$ cat src/rtl/wwls_pkg.sv
`default_nettype none

package wwls_pkg;

    // Sizing defaults for the top level.
    localparam int WW_MAX_LINE    = 63;
    localparam int WW_QUEUE_DEPTH = 2;

    // Character codes.
    localparam logic [7:0] NL_CHAR   = 8'd10;
    localparam logic [7:0] ZERO_CHAR = 8'd0;

    // Register reset values.
    localparam logic [5:0] LEN_RESET  = 6'd32;
    localparam logic [7:0] SEP_RESET  = 8'd32;
    localparam logic       KEEP_RESET = 1'b0;

    localparam logic [31:0] COUNT_MAX = 32'hFFFF_FFFF;

    // Input request kinds.
    localparam logic REQ_CHAR = 1'b0;
    localparam logic REQ_END  = 1'b1;

    // Result kinds.
    localparam logic OUT_CHAR = 1'b0;
    localparam logic OUT_DONE = 1'b1;

    // Configuration register indexes.
    typedef enum logic [1:0] {
        CFG_LINE_LENGTH = 2'd0,
        CFG_SEPARATOR   = 2'd1,
        CFG_KEEP_SEP    = 2'd2
    } t_cfg_idx;

    typedef struct packed {
        logic [5:0] line_length;
        logic [7:0] separator_char;
        logic       keep_separator;
    } t_cfg;

    typedef struct packed {
        logic       req_type;
        logic [7:0] char_in;
    } t_in_item;

    typedef struct packed {
        logic        out_kind;
        logic [7:0]  out_char;
        logic [31:0] lines_added;
        logic        last_of_run;
    } t_out_item;

    // Commands passed from the front end to the line engine.
    typedef enum logic [1:0] {
        CMD_CHAR    = 2'd0,
        CMD_NEWLINE = 2'd1,
        CMD_END     = 2'd2
    } t_cmd;

    typedef struct packed {
        t_cmd       cmd;
        logic [7:0] ch;
    } t_cmd_item;

    // Line engine states.
    typedef enum logic [1:0] {
        ST_IDLE   = 2'd0,
        ST_SEARCH = 2'd1,
        ST_EMIT   = 2'd2
    } t_state;

endpackage

`default_nettype wire

$ cat src/rtl/wwls_front.sv
`default_nettype none

module wwls_front (
    input  wire                       i_clk,
    input  wire                       i_rst_n,
    input  wire                       i_in_valid,
    output logic                      o_in_stall,
    input  wire wwls_pkg::t_in_item   i_in_data,
    input  wire                       i_q_full,
    output logic                      o_push,
    output wwls_pkg::t_cmd_item       o_push_item
);
    import wwls_pkg::*;

    logic      r_valid;
    t_cmd_item r_item;
    t_cmd_item n_item;
    logic      accept;
    logic      keep;
    logic      drain;

    // The staging register drains into the queue whenever the queue has room.
    assign drain      = r_valid && !i_q_full;
    assign o_in_stall = r_valid && i_q_full;
    assign accept     = i_in_valid && !o_in_stall;
    assign o_push      = drain;
    assign o_push_item = r_item;

    // Classify the arriving item; zero characters are dropped here.
    always_comb begin
        n_item.ch = i_in_data.char_in;
        keep      = 1'b1;
        if (i_in_data.req_type == REQ_END) begin
            n_item.cmd = CMD_END;
        end else if (i_in_data.char_in == NL_CHAR) begin
            n_item.cmd = CMD_NEWLINE;
        end else begin
            n_item.cmd = CMD_CHAR;
            keep       = (i_in_data.char_in != ZERO_CHAR);
        end
    end

    always_ff @(posedge i_clk) begin
        if (!i_rst_n) begin
            r_valid <= 1'b0;
        end else if (accept && keep) begin
            r_valid <= 1'b1;
        end else if (drain) begin
            r_valid <= 1'b0;
        end
    end

    always_ff @(posedge i_clk) begin
        if (accept && keep) begin
            r_item <= n_item;
        end
    end

endmodule

`default_nettype wire

$ cat src/rtl/wwls_queue.sv
`default_nettype none

module wwls_queue #(
    parameter int DEPTH = wwls_pkg::WW_QUEUE_DEPTH
) (
    input  wire                       i_clk,
    input  wire                       i_rst_n,
    input  wire                       i_push,
    input  wire wwls_pkg::t_cmd_item  i_push_item,
    output logic                      o_full,
    input  wire                       i_pop,
    output logic                      o_valid,
    output wwls_pkg::t_cmd_item       o_item
);
    import wwls_pkg::*;

    localparam int PW = (DEPTH > 1) ? $clog2(DEPTH) : 1;
    localparam int CW = $clog2(DEPTH + 1);
    localparam logic [PW-1:0] LAST_PTR = PW'(DEPTH - 1);
    localparam logic [CW-1:0] FULL_CNT = CW'(DEPTH);

    t_cmd_item     r_slot [DEPTH];
    logic [PW-1:0] r_wr_ptr;
    logic [PW-1:0] r_rd_ptr;
    logic [CW-1:0] r_count;
    logic          do_push;
    logic          do_pop;

    assign o_full  = (r_count == FULL_CNT);
    assign o_valid = (r_count != '0);
    assign o_item  = r_slot[r_rd_ptr];
    assign do_push = i_push && !o_full;
    assign do_pop  = i_pop && o_valid;

    // Pointers wrap at the last slot; the count tracks occupancy.
    always_ff @(posedge i_clk) begin
        if (!i_rst_n) begin
            r_wr_ptr <= '0;
            r_rd_ptr <= '0;
            r_count  <= '0;
        end else begin
            if (do_push) begin
                r_wr_ptr <= (r_wr_ptr == LAST_PTR) ? '0 : r_wr_ptr + 1'b1;
            end
            if (do_pop) begin
                r_rd_ptr <= (r_rd_ptr == LAST_PTR) ? '0 : r_rd_ptr + 1'b1;
            end
            if (do_push && !do_pop) begin
                r_count <= r_count + 1'b1;
            end else if (do_pop && !do_push) begin
                r_count <= r_count - 1'b1;
            end
        end
    end

    always_ff @(posedge i_clk) begin
        if (do_push) begin
            r_slot[r_wr_ptr] <= i_push_item;
        end
    end

endmodule

`default_nettype wire

$ cat src/rtl/wwls_engine.sv
`default_nettype none

module wwls_engine #(
    parameter int MAX_LINE = wwls_pkg::WW_MAX_LINE
) (
    input  wire                       i_clk,
    input  wire                       i_rst_n,
    input  wire wwls_pkg::t_cfg       i_cfg,
    input  wire                       i_q_valid,
    input  wire wwls_pkg::t_cmd_item  i_q_item,
    output logic                      o_q_pop,
    output logic                      o_out_valid,
    input  wire                       i_out_stall,
    output wwls_pkg::t_out_item       o_out_data
);
    import wwls_pkg::*;

    // Ring buffer address width, ring depth and pending-count width.
    localparam int AW = $clog2(MAX_LINE + 1);
    localparam int RD = 2 ** AW;
    localparam int FW = $clog2(MAX_LINE + 2);
    localparam logic [5:0]    MAX6    = 6'(MAX_LINE);
    localparam logic [AW-1:0] POS_ONE = AW'(1);

    // Line buffer as a ring; the pending line starts at r_head.
    logic [7:0]    r_mem [RD];
    logic [7:0]    r_mem_q;

    t_state        r_state;
    t_state        n_state;
    logic [AW-1:0] r_head;
    logic [FW-1:0] r_fill;
    logic [31:0]   r_count;

    // Separator search.
    logic [AW-1:0] r_pos;
    logic [AW-1:0] r_chk_pos;
    logic          r_chk_valid;

    // Emission.
    logic [FW-1:0] r_left;
    logic [FW-1:0] r_start;
    logic [AW-1:0] r_rd_ptr;
    logic          r_final_done;
    logic          r_dv;

    logic          r_out_valid;
    t_out_item     r_out;

    // Control signals.
    logic [AW-1:0] len;
    logic [FW-1:0] n_fill;
    logic          out_free;
    logic          mem_we;
    logic          do_append;
    logic          do_break;
    logic          sep_zero;
    logic          found;
    logic          hard;
    logic          rd_search;
    logic          rd_emit;
    logic          load_data;
    logic          load_final;
    logic          set_emit;
    logic [FW-1:0] emit_len;
    logic [FW-1:0] emit_start;
    logic          emit_done;
    logic [AW-1:0] rd_addr;

    // Effective line length clamped into 1..MAX_LINE.
    always_comb begin
        if (i_cfg.line_length == 6'd0) begin
            len = POS_ONE;
        end else if (i_cfg.line_length > MAX6) begin
            len = AW'(MAX_LINE);
        end else begin
            len = AW'(i_cfg.line_length);
        end
    end

    assign n_fill   = r_fill + 1'b1;
    assign sep_zero = (i_cfg.separator_char == ZERO_CHAR);
    assign out_free = !r_out_valid || !i_out_stall;
    assign rd_addr  = rd_search ? (r_head + r_pos) : r_rd_ptr;

    // Datapath control for each state.
    always_comb begin
        o_q_pop    = 1'b0;
        mem_we     = 1'b0;
        do_append  = 1'b0;
        do_break   = 1'b0;
        found      = 1'b0;
        hard       = 1'b0;
        rd_search  = 1'b0;
        rd_emit    = 1'b0;
        load_data  = 1'b0;
        load_final = 1'b0;
        set_emit   = 1'b0;
        emit_len   = r_fill;
        emit_start = r_fill;
        emit_done  = 1'b0;
        unique case (r_state)
            ST_IDLE: begin
                if (i_q_valid) begin
                    o_q_pop = 1'b1;
                    unique case (i_q_item.cmd)
                        CMD_CHAR: begin
                            mem_we = 1'b1;
                            if (n_fill > FW'(len)) begin
                                do_break = 1'b1;
                                // With no separator the break is hard at once.
                                set_emit   = sep_zero;
                                emit_len   = FW'(len);
                                emit_start = FW'(len);
                            end else begin
                                do_append = 1'b1;
                            end
                        end
                        CMD_NEWLINE: begin
                            set_emit = 1'b1;
                        end
                        CMD_END: begin
                            set_emit  = 1'b1;
                            emit_done = 1'b1;
                        end
                        default: begin
                        end
                    endcase
                end
            end
            ST_SEARCH: begin
                // Scan backward from position len, one buffer read per cycle.
                if (r_chk_valid && (r_mem_q == i_cfg.separator_char)) begin
                    found      = 1'b1;
                    set_emit   = 1'b1;
                    emit_len   = FW'(r_chk_pos);
                    emit_start = i_cfg.keep_separator ? FW'(r_chk_pos)
                                                      : FW'(r_chk_pos) + 1'b1;
                end else if (r_chk_valid && (r_chk_pos == POS_ONE)) begin
                    hard       = 1'b1;
                    set_emit   = 1'b1;
                    emit_len   = FW'(len);
                    emit_start = FW'(len);
                end else begin
                    rd_search = (r_pos != '0);
                end
            end
            ST_EMIT: begin
                load_data  = r_dv && out_free;
                rd_emit    = (r_left != '0) && (!r_dv || out_free);
                load_final = (r_left == '0) && !r_dv && out_free;
            end
            default: begin
            end
        endcase
    end

    // Next state.
    always_comb begin
        n_state = r_state;
        unique case (r_state)
            ST_IDLE: begin
                if (do_break && !sep_zero) begin
                    n_state = ST_SEARCH;
                end else if (set_emit) begin
                    n_state = ST_EMIT;
                end
            end
            ST_SEARCH: begin
                if (found || hard) begin
                    n_state = ST_EMIT;
                end
            end
            ST_EMIT: begin
                if (load_final) begin
                    n_state = ST_IDLE;
                end
            end
            default: begin
                n_state = ST_IDLE;
            end
        endcase
    end

    // Control state.
    always_ff @(posedge i_clk) begin
        if (!i_rst_n) begin
            r_state     <= ST_IDLE;
            r_head      <= '0;
            r_fill      <= '0;
            r_count     <= '0;
            r_chk_valid <= 1'b0;
            r_dv        <= 1'b0;
            r_out_valid <= 1'b0;
        end else begin
            r_state     <= n_state;
            r_chk_valid <= rd_search;
            if (do_append || do_break) begin
                r_fill <= n_fill;
            end
            if (do_break && (r_count != COUNT_MAX)) begin
                r_count <= r_count + 1'b1;
            end
            if (rd_emit) begin
                r_dv <= 1'b1;
            end else if (load_data) begin
                r_dv <= 1'b0;
            end
            // The last result retires the consumed characters.
            if (load_final) begin
                r_head <= r_head + AW'(r_start);
                r_fill <= r_fill - r_start;
                if (r_final_done) begin
                    r_count <= '0;
                end
            end
            if (load_data || load_final) begin
                r_out_valid <= 1'b1;
            end else if (!i_out_stall) begin
                r_out_valid <= 1'b0;
            end
        end
    end

    // Search and emission payload registers.
    always_ff @(posedge i_clk) begin
        if (do_break) begin
            r_pos <= len;
        end else if (rd_search) begin
            r_pos <= r_pos - 1'b1;
        end
        r_chk_pos <= r_pos;
        if (set_emit) begin
            r_left       <= emit_len;
            r_start      <= emit_start;
            r_rd_ptr     <= r_head;
            r_final_done <= emit_done;
        end else if (rd_emit) begin
            r_left   <= r_left - 1'b1;
            r_rd_ptr <= r_rd_ptr + 1'b1;
        end
    end

    // Output register.
    always_ff @(posedge i_clk) begin
        if (load_data) begin
            r_out.out_kind    <= OUT_CHAR;
            r_out.out_char    <= r_mem_q;
            r_out.lines_added <= r_count;
            r_out.last_of_run <= 1'b0;
        end else if (load_final) begin
            r_out.out_kind    <= r_final_done ? OUT_DONE : OUT_CHAR;
            r_out.out_char    <= r_final_done ? ZERO_CHAR : NL_CHAR;
            r_out.lines_added <= r_count;
            r_out.last_of_run <= 1'b1;
        end
    end

    // Line buffer memory: one write port, one registered read port.
    always_ff @(posedge i_clk) begin
        if (mem_we) begin
            r_mem[r_head + AW'(r_fill)] <= i_q_item.ch;
        end
        if (rd_search || rd_emit) begin
            r_mem_q <= r_mem[rd_addr];
        end
    end

    assign o_out_valid = r_out_valid;
    assign o_out_data  = r_out;

endmodule

`default_nettype wire

$ cat src/rtl/word_wrap_line_splitter_top.sv
`default_nettype none

// Channel   Direction  Handshake                 Payload
// input     in         i_in_valid / o_in_stall   i_in_data  (t_in_item)
// output    out        o_out_valid / i_out_stall o_out_data (t_out_item)
// config    in         i_cfg_we                  i_cfg_idx, i_cfg_wdata
//
// An appended character passes the front register and the queue, then is written to the line buffer.
// A break runs a backward separator search (none for a zero separator) and then emits the
// characters of the line and the newline; a newline or end item emits the pending characters
// and a newline or done result. Output stalls hold the emission.
// Synchronous active-low reset restores control state and register defaults; the line buffer
// needs no clearing pass. A short command queue lets input transfers continue during output.

module word_wrap_line_splitter_top #(
    parameter int MAX_LINE    = wwls_pkg::WW_MAX_LINE,
    parameter int QUEUE_DEPTH = wwls_pkg::WW_QUEUE_DEPTH
) (
    input  wire                       i_clk,
    input  wire                       i_rst_n,
    input  wire                       i_in_valid,
    output logic                      o_in_stall,
    input  wire wwls_pkg::t_in_item   i_in_data,
    output logic                      o_out_valid,
    input  wire                       i_out_stall,
    output wwls_pkg::t_out_item       o_out_data,
    input  wire                       i_cfg_we,
    input  wire [1:0]                 i_cfg_idx,
    input  wire [7:0]                 i_cfg_wdata
);
    import wwls_pkg::*;

    t_cfg      r_cfg;
    logic      push;
    t_cmd_item push_item;
    logic      q_full;
    logic      q_valid;
    logic      q_pop;
    t_cmd_item q_item;

    // Configuration registers.
    always_ff @(posedge i_clk) begin
        if (!i_rst_n) begin
            r_cfg.line_length    <= LEN_RESET;
            r_cfg.separator_char <= SEP_RESET;
            r_cfg.keep_separator <= KEEP_RESET;
        end else if (i_cfg_we) begin
            unique case (t_cfg_idx'(i_cfg_idx))
                CFG_LINE_LENGTH: r_cfg.line_length    <= i_cfg_wdata[5:0];
                CFG_SEPARATOR:   r_cfg.separator_char <= i_cfg_wdata;
                CFG_KEEP_SEP:    r_cfg.keep_separator <= i_cfg_wdata[0];
                default: begin
                end
            endcase
        end
    end

    wwls_front u_front (
        .i_clk       (i_clk),
        .i_rst_n     (i_rst_n),
        .i_in_valid  (i_in_valid),
        .o_in_stall  (o_in_stall),
        .i_in_data   (i_in_data),
        .i_q_full    (q_full),
        .o_push      (push),
        .o_push_item (push_item)
    );

    wwls_queue #(
        .DEPTH (QUEUE_DEPTH)
    ) u_queue (
        .i_clk       (i_clk),
        .i_rst_n     (i_rst_n),
        .i_push      (push),
        .i_push_item (push_item),
        .o_full      (q_full),
        .i_pop       (q_pop),
        .o_valid     (q_valid),
        .o_item      (q_item)
    );

    wwls_engine #(
        .MAX_LINE (MAX_LINE)
    ) u_engine (
        .i_clk       (i_clk),
        .i_rst_n     (i_rst_n),
        .i_cfg       (r_cfg),
        .i_q_valid   (q_valid),
        .i_q_item    (q_item),
        .o_q_pop     (q_pop),
        .o_out_valid (o_out_valid),
        .i_out_stall (i_out_stall),
        .o_out_data  (o_out_data)
    );

endmodule

`default_nettype wire

$ cat config.mk
export PLATFORM = sky130hd
export DESIGN_NAME = word_wrap_line_splitter_top
export DESIGN_NICKNAME = d
export VERILOG_FILES = /design/src/rtl/wwls_pkg.sv /design/src/rtl/wwls_front.sv /design/src/rtl/wwls_queue.sv /design/src/rtl/wwls_engine.sv /design/src/rtl/word_wrap_line_splitter_top.sv
export SDC_FILE = /design/constraint.sdc
export NUM_CORES = 1
export LEC_CHECK = 0
export BUFFER_PORTS_ARGS = -buffer_cell sky130_fd_sc_hd__buf_2
export CORE_MARGIN = 1
export CORE_UTILIZATION = 32
export DETAILED_ROUTE_END_ITERATION = 8
export PLACE_DENSITY_LB_ADDON = 0.3
export REMOVE_ABC_BUFFERS = 1
export SLEW_MARGIN = 20
export SYNTH_ARGS = -nofsm -noshare
export SYNTH_HDL_FRONTEND = slang
export SYNTH_SLANG_ARGS = --single-unit
$ cat constraint.sdc
create_clock -name i_clk -period 4.4 [get_ports i_clk]
set_input_delay 0.44 -clock i_clk [delete_from_list [all_inputs] [get_ports i_clk]]
set_output_delay 0.44 -clock i_clk [all_outputs]
set_load 0.05 [all_outputs]
Word-level counts from Yosys, hierarchy flattened

Memories as Yosys holds them, arrays and structs flattened. A register that Yosys moved wholly into a read port is not among the register bits.
Cells that the tools add are included.
W data, S select, Z words.

Reduce and logical (&&, ||, !) cells: 53
Multiplexer cells: 81
Add/subtract/negate cells: 14
Equal/unequal tests: 15
Order comparisons: 2

Operator list:

| cell                    | number |
|---|---|
| $mux W32                | 3 |
| $mux W41                | 2 |
| $mux W7                 | 11 |
| $mux W1                 | 46 |
| $mux W6                 | 7 |
| $add A32 B1 Y32 const B | 1 |
| $ne A32 B32 Y1 const B  | 1 |
| $pmux W7 S2             | 2 |
| $add A6 B6 Y6           | 3 |
| $logic_and A1 B1 Y1     | 16 |
| $reduce_bool A2 Y1      | 8 |
| $mux W2                 | 6 |
| $eq A2 B2 Y1 const B    | 4 |
| $eq A8 B4 Y1 const B    | 1 |
| $eq A8 B8 Y1            | 1 |
| $logic_not A1 Y1        | 8 |
| $logic_not A8 Y1        | 1 |
| $reduce_and A2 Y1       | 4 |
| $reduce_bool A8 Y1      | 1 |
| $add A6 B1 Y7 const B   | 1 |
| $add A7 B1 Y7 const B   | 1 |
| $gt A7 B6 Y1            | 1 |
| $logic_not A7 Y1        | 1 |
| $reduce_bool A7 Y1      | 1 |
| 21 further kinds        | 34 |

Memory bits (writable): 532
Register bits: 155
Memories kept: 2
Output and inout bits: 44

Memory list:

| name           | words | width | read ports | clocked after memory_dff | wr ports | line              | source |
|---|---|---|---|---|---|---|---|
| u_engine.r_mem | 64    | 8     | 1          | 1                        | 1        | wwls_engine.sv:26 | `logic [7:0] r_mem [RD];` |
| u_queue.r_slot | 2     | 10    | 1          | 1                        | 1        | wwls_queue.sv:22  | `t_cmd_item r_slot [DEPTH];` |

Longest topological paths before layout

Depth in word-level cells: 12
Gate-level depth with buffers: 15
Gate-level depth less buffers: 13

Hierarchy

A second synthesis with hierarchy kept.

Cells, all modules: 2353
Area, all modules: 29716.0 µm²

Modules (own cells, without submodules):

| module                      | sequential area each (µm²) | area each (µm²) | instances | cells each |
|---|---|---|---|---|
| wwls_engine                 | 18788.0                    | 27776.6         | 1         | 2214 |
| wwls_queue                  | 700.7                      | 948.4           | 1         | 57 |
| word_wrap_line_splitter_top | 300.3                      | 594.3           | 1         | 60 |
| wwls_front                  | 320.3                      | 396.6           | 1         | 22 |

Worst setup path after synthesis

OpenSTA, ideal clock, no wires.

Kind: reg2reg
From: register u_engine.r_fill[1]
To: register u_engine.r_left[5] (data pin)
Library setup time: 0.281 ns
Arrival: 3.046 ns
Slack: 1.073 ns
Path buffers: 1
Stages on the path, launching flop included: 13
Data required time: 4.119 ns
Cells stage by stage: dfxtp_1 -> ha_1 -> ha_1 -> nor2b_1 -> o21a_1 -> o21a_1 -> o21ai_0 -> a221o_1 -> a211oi_1 -> o21ai_0 -> a21oi_1 -> clkbuf_1 -> o21ai_0

Cells in the longest elaborated chain, start to end: 7
Elaborated cells between the ends (all ways): 11
Classes of those cells: add/sub (1); order compare (1); mux (9)

Ends and longest elaborated chain:

| element                     | line               | source |
|---|---|---|
| start, declared             | wwls_engine.sv:32  | `logic [FW-1:0] r_fill;` |
| start signal, assigned      | wwls_engine.sv:199 | `r_fill <= n_fill;` |
| start signal, assigned      | wwls_engine.sv:212 | `r_fill <= r_fill - r_start;` |
| $add A7 B1 Y7               | wwls_engine.sv:81  | `assign n_fill = r_fill + 1'b1;` |
| $gt A7 B6 Y1                | wwls_engine.sv:109 | `if (n_fill > FW'(len)) begin` |
| $mux W1                     | wwls_engine.sv:109 |  |
| $pmux W1 S2                 | wwls_engine.sv:106 | `unique case (i_q_item.cmd)` |
| $mux W1                     | wwls_engine.sv:104 | `if (i_q_valid) begin` |
| $pmux W1 S2                 | wwls_engine.sv:102 | `unique case (r_state)` |
| named net u_engine.set_emit | wwls_engine.sv:64  | `logic set_emit;` |
| $mux W7                     | wwls_engine.sv:233 | `if (set_emit) begin` |
| end signal, assigned        | wwls_engine.sv:234 | `r_left <= emit_len;` |
| end signal, assigned        | wwls_engine.sv:239 | `r_left <= r_left - 1'b1;` |
| end, declared               | wwls_engine.sv:41  | `logic [FW-1:0] r_left;` |

The timed path passes the listed nets, and every way through them passes these cells.
A chain may end at the register's enable or synchronous reset.

Final worst setup path

From: register u_engine.r_mem_q[6] (read register of u_engine.r_mem)
To: register u_engine.r_mem_q[1] (read register of u_engine.r_mem) (data pin)

Cells in the longest elaborated chain, start to end: 5
Elaborated cells between the ends (all ways): 6
Classes of those cells: eq/ne (1); mux (3); reduce/logical (2)

Ends and longest elaborated chain:

| element                                       | line                                  | source |
|---|---|---|
| start, declared                               | wwls_engine.sv:27                     | `logic [7:0] r_mem_q;` |
| $eq A8 B8 Y1 *                                | wwls_engine.sv:133                    | `if (r_chk_valid && (r_mem_q == i_cfg.separator_char)) begin` |
| $logic_and A1 B1 Y1 *                         | wwls_engine.sv:133                    |  |
| $mux W1 *                                     | wwls_engine.sv:133                    |  |
| $mux W1 *                                     | wwls_engine.sv:102                    |  |
| $mux W6 or $logic_or A1 B1 Y1 (tied branches) | wwls_engine.sv:84, wwls_engine.sv:264 |  |

Every way passes the cells marked *; elsewhere a longest branch is shown, timed or not.

==> out/results.txt <==
CP cell instances -> xnor2_1 > nand4_1 > or3_1 > nand3_2 > and2_4 > buf_4 > or3_1 > a21oi_1 > a2111oi_0 > o21ai_1 > o211a_1
io pins -> 68
synthesized area -> 0.0297 mm2
Clock Latency Late Sink -> 0.63 ns
grt met1 use -> 23.8%
met2 usage -> 28.4%
die area -> 0.0940 mm2
fmax -> 246 MHz
Post-synth EDFFs -> 617
antenna cells -> 0
setup bufs post-CTS -> 0
WS Path Type -> flip-flop to flip-flop
layout cells sized above 1 -> 13.1%
CP startpoint kind -> flip-flop
hold path start -> i_cfg_wdata[5]
antenna violations before repair -> 0
Synth Warn # -> 0
Final #Nets -> 2627
final WL -> 83.5 mm
crit path capture type -> flip-flop
slowest CP cell -> or3_1
MaxCap Viol Count -> 0
first-pass GRT wire length -> 125 mm
sequential share of the synthesized area -> 67.7%
hold depth -> 3
GPL Wtd Cong -> 0.897
Tcrit/Tclk final -> 92.2%
Antenna Violating Nets Remaining -> 0
Leakage -> 12.0 nW
WP data arrival -> 4.44 ns
CTS tree -> done
Die Ht -> 307 um
CTS root buf -> clkbuf_16
Max Transition Viols Final -> 0
final hold slack -> 0.0922 ns
Clock Pin Slew Worst Setup and Hold Paths -> 0.06 ns
Non-Filler Instances -> 3865
global route overflow -> 0
vias in the first global route -> 19768
Crit path top cell by count -> or3_1
busiest layer in global routing -> met2
Clock Sinks -> 696
syn_area_per_cell -> 12.4 um2
# rows -> 111
Pwr Density -> 604 mW/mm2
Worst Skew -> 0.0280 ns
fraction of registers with async set or reset after synthesis -> 0%
crit-path max FO -> 37
DRC Markers -> 0
DR vias -> 19990
leading area contributor after synthesis -> edfxtp_1
Critical Path Max Stage Delay -> 0.57 ns
Final Hold Violating Endpoints -> 0
Hold Crit Endpoint -> r_cfg[6]
switching share of power -> 35.3%
Yosys cell types -> 74
most common flop cell mapped by yosys -> edfxtp_1
Final setup viols -> 0
drt pass-1 iters -> 8
maximum root-to-sink buffer count -> 3
Peak VDD IR -> 301 uV
GRT Total Usage -> 17.6%
number of I/O port buffers -> 67
unrepaired setup endpoints after global routing -> no
Period minus WS final -> 4.06 ns
Psw -> 0.00740 W
Syn-to-layout area delta -> 16.8%
CP bufs+invs -> 1
Worst-Margin Slew -> 0.996 ns
worst reg2reg path depth -> 11
worst r2r dst -> u_engine.r_mem_q[1]
FF+latch count, synth -> 696
Initial Utilization -> 32.3%
Post-Syn Instances -> 2390
met3 Usage GRT -> 3.07%
CP required -> 4.78 ns
top-area cell type share of the netlist area -> 62.4%
P_int -> 0.0135 W
DP Cell Count -> 3716
Synth area leaders -> edfxtp_1, nand2_1, dfxtp_1, nand3_1, mux2i_1
HPWL Detailed -> 55.4 mm
worst min-delay path class -> input port to flip-flop
drt initial violations -> 1831
H-tree levels -> 3
post-DR wirelength/cell -> 21.6 um
reg-to-reg critical path startpoint -> u_engine.r_mem_q[6]
multi-input combinational cell area -> 0.00899 mm2
Crit path max-delay family -> simple AND/OR/NAND/NOR gates
total CTS buffers -> 76
Flop pwr share -> 39.0%
combinational power share -> 30.9%
flop2flop setup slack -> 0.34 ns
Relative slew margins -> 33.6%
Vias per Instance -> 5.17
Filler cells -> 8747
status -> complete, no violations
largest net degree at the start of global routing -> 65
Storage cell area -> 0.0201 mm2
Die Width -> 307 um
WP depth -> 11
Clock power frac -> 30.1%
area of the core -> 0.0918 mm2
stage by stage:
step / power (W) / util [%] / instance area [um2] / setup TNS [ns] / setup slack [ns]
detailed placement: 0.0147 / 35.0 / 32100 / 0 / 0.364
CTS: 0.0210 / 37.8 / 34700 / 0 / 0.344
floorplan: 0.0120 / - / 29200 / -8.38 / -1.11
finish: 0.0209 / 37.8 / 34700 / 0 / 0.342
global route: 0.0218 / 37.8 / 34700 / 0 / 0.164
global placement: 0.0146 / 35.0 / 32100 / 0 / 0.338
logic make-up (layout without fill, tap and decap cells):
kind of cell    after synthesis  after routing  share of synthesized area (%)
simple gates                983            983                           15.0
compound gates              351            351                           7.67
buf+inv                     146            378                           2.19
xor+xnor                     90             90                           2.66
mux                          81             81                           2.80
fa+ha+maj                    43             43                           1.91
flops                       696            696                           67.7
layout make-up:
type,instances,area share [%]
multi-input combinational,1548,25.9
clock buffer,99,5.88
clock inverter,41,1.18
sequential,696,58.0
tap,1243,4.48
inverter,34,0.368
timing repair buffer,204,4.18
cell usage after synthesis, types with 43 or more instances:
master,count
mux2i_1,67
nor2b_1,54
edfxtp_1,617
nand3_1,143
and3_1,46
clkbuf_1,52
xnor2_1,52
o21ai_0,43
a21oi_1,108
dfxtp_1,79
nand2_1,456
nor2_1,163
power by group through the flow:
stage	Sequential, W	Combinational [W]	Clock (W)
6_report	0.00817	0.00646	0.00630
5_1_grt	0.00820	0.00689	0.00667
3_5_place_dp	0.00831	0.00636	0
4_1_cts	0.00817	0.00640	0.00642
2_1_floorplan	0.00836	0.00360	0
3_3_place_gp	0.00829	0.00630	0
state kept, by name, summed over array words and instances (netlist names), 7 cells and up, named ones only:
signal	cells
u_engine.r_mem_q	8
r_cfg	15
u_front.o_push_item	10
u_engine.r_left	7
u_engine.r_fill	7
u_engine.o_out_data	42
u_engine.r_mem	512
u_queue.r_slot	20
u_engine.r_count	32
u_engine.r_start	7
worst max-delay path by stage:
stage | from | end | slack, ns
floorplan | u_engine.r_mem_q[1] | u_engine.r_mem_q[6] | -1.11
global placement | u_engine.r_pos[0] | u_engine.r_mem_q[3] | 0.34
detailed placement | u_engine.r_pos[0] | u_engine.r_mem_q[1] | 0.36
CTS | u_engine.r_pos[0] | u_engine.r_mem_q[1] | 0.34
global route | u_engine.r_pos[1] | u_engine.r_mem_q[1] | 0.16
finish | u_engine.r_mem_q[6] | u_engine.r_mem_q[1] | 0.34
per-layer routing:
layer / routed length (um) / up-vias
met5: 0 / -
met1: 36500 / 9958
li1: - / 9079
met4: 2680 / 0
met3: 5880 / 157
met2: 38400 / 796
worst min-delay path: stages:
cell	delay (ns)
buf_2	0.11
mux2i_1	0.07
nand2_1	0.06
cell usage in the layout, fill, tap and decap left out, drive strengths merged, types with 54 or more instances in the layout:
master / Yosys / final
edfxtp: 617 / 617
nand2: 458 / 458
buf: 60 / 195
nor2: 165 / 165
nand3: 148 / 148
a21oi: 112 / 112
clkbuf: 52 / 99
dfxtp: 79 / 79
mux2i: 68 / 68
nor2b: 54 / 54
what timing repair did:
action | in CTS | in global routing
endpoints found under the hold margin | 9 | 0
hold buffers | 9 | 0
resized for setup | 0 | 1
endpoints found under the setup margin | 0 | 1
(Power assumes the default switching activity.)
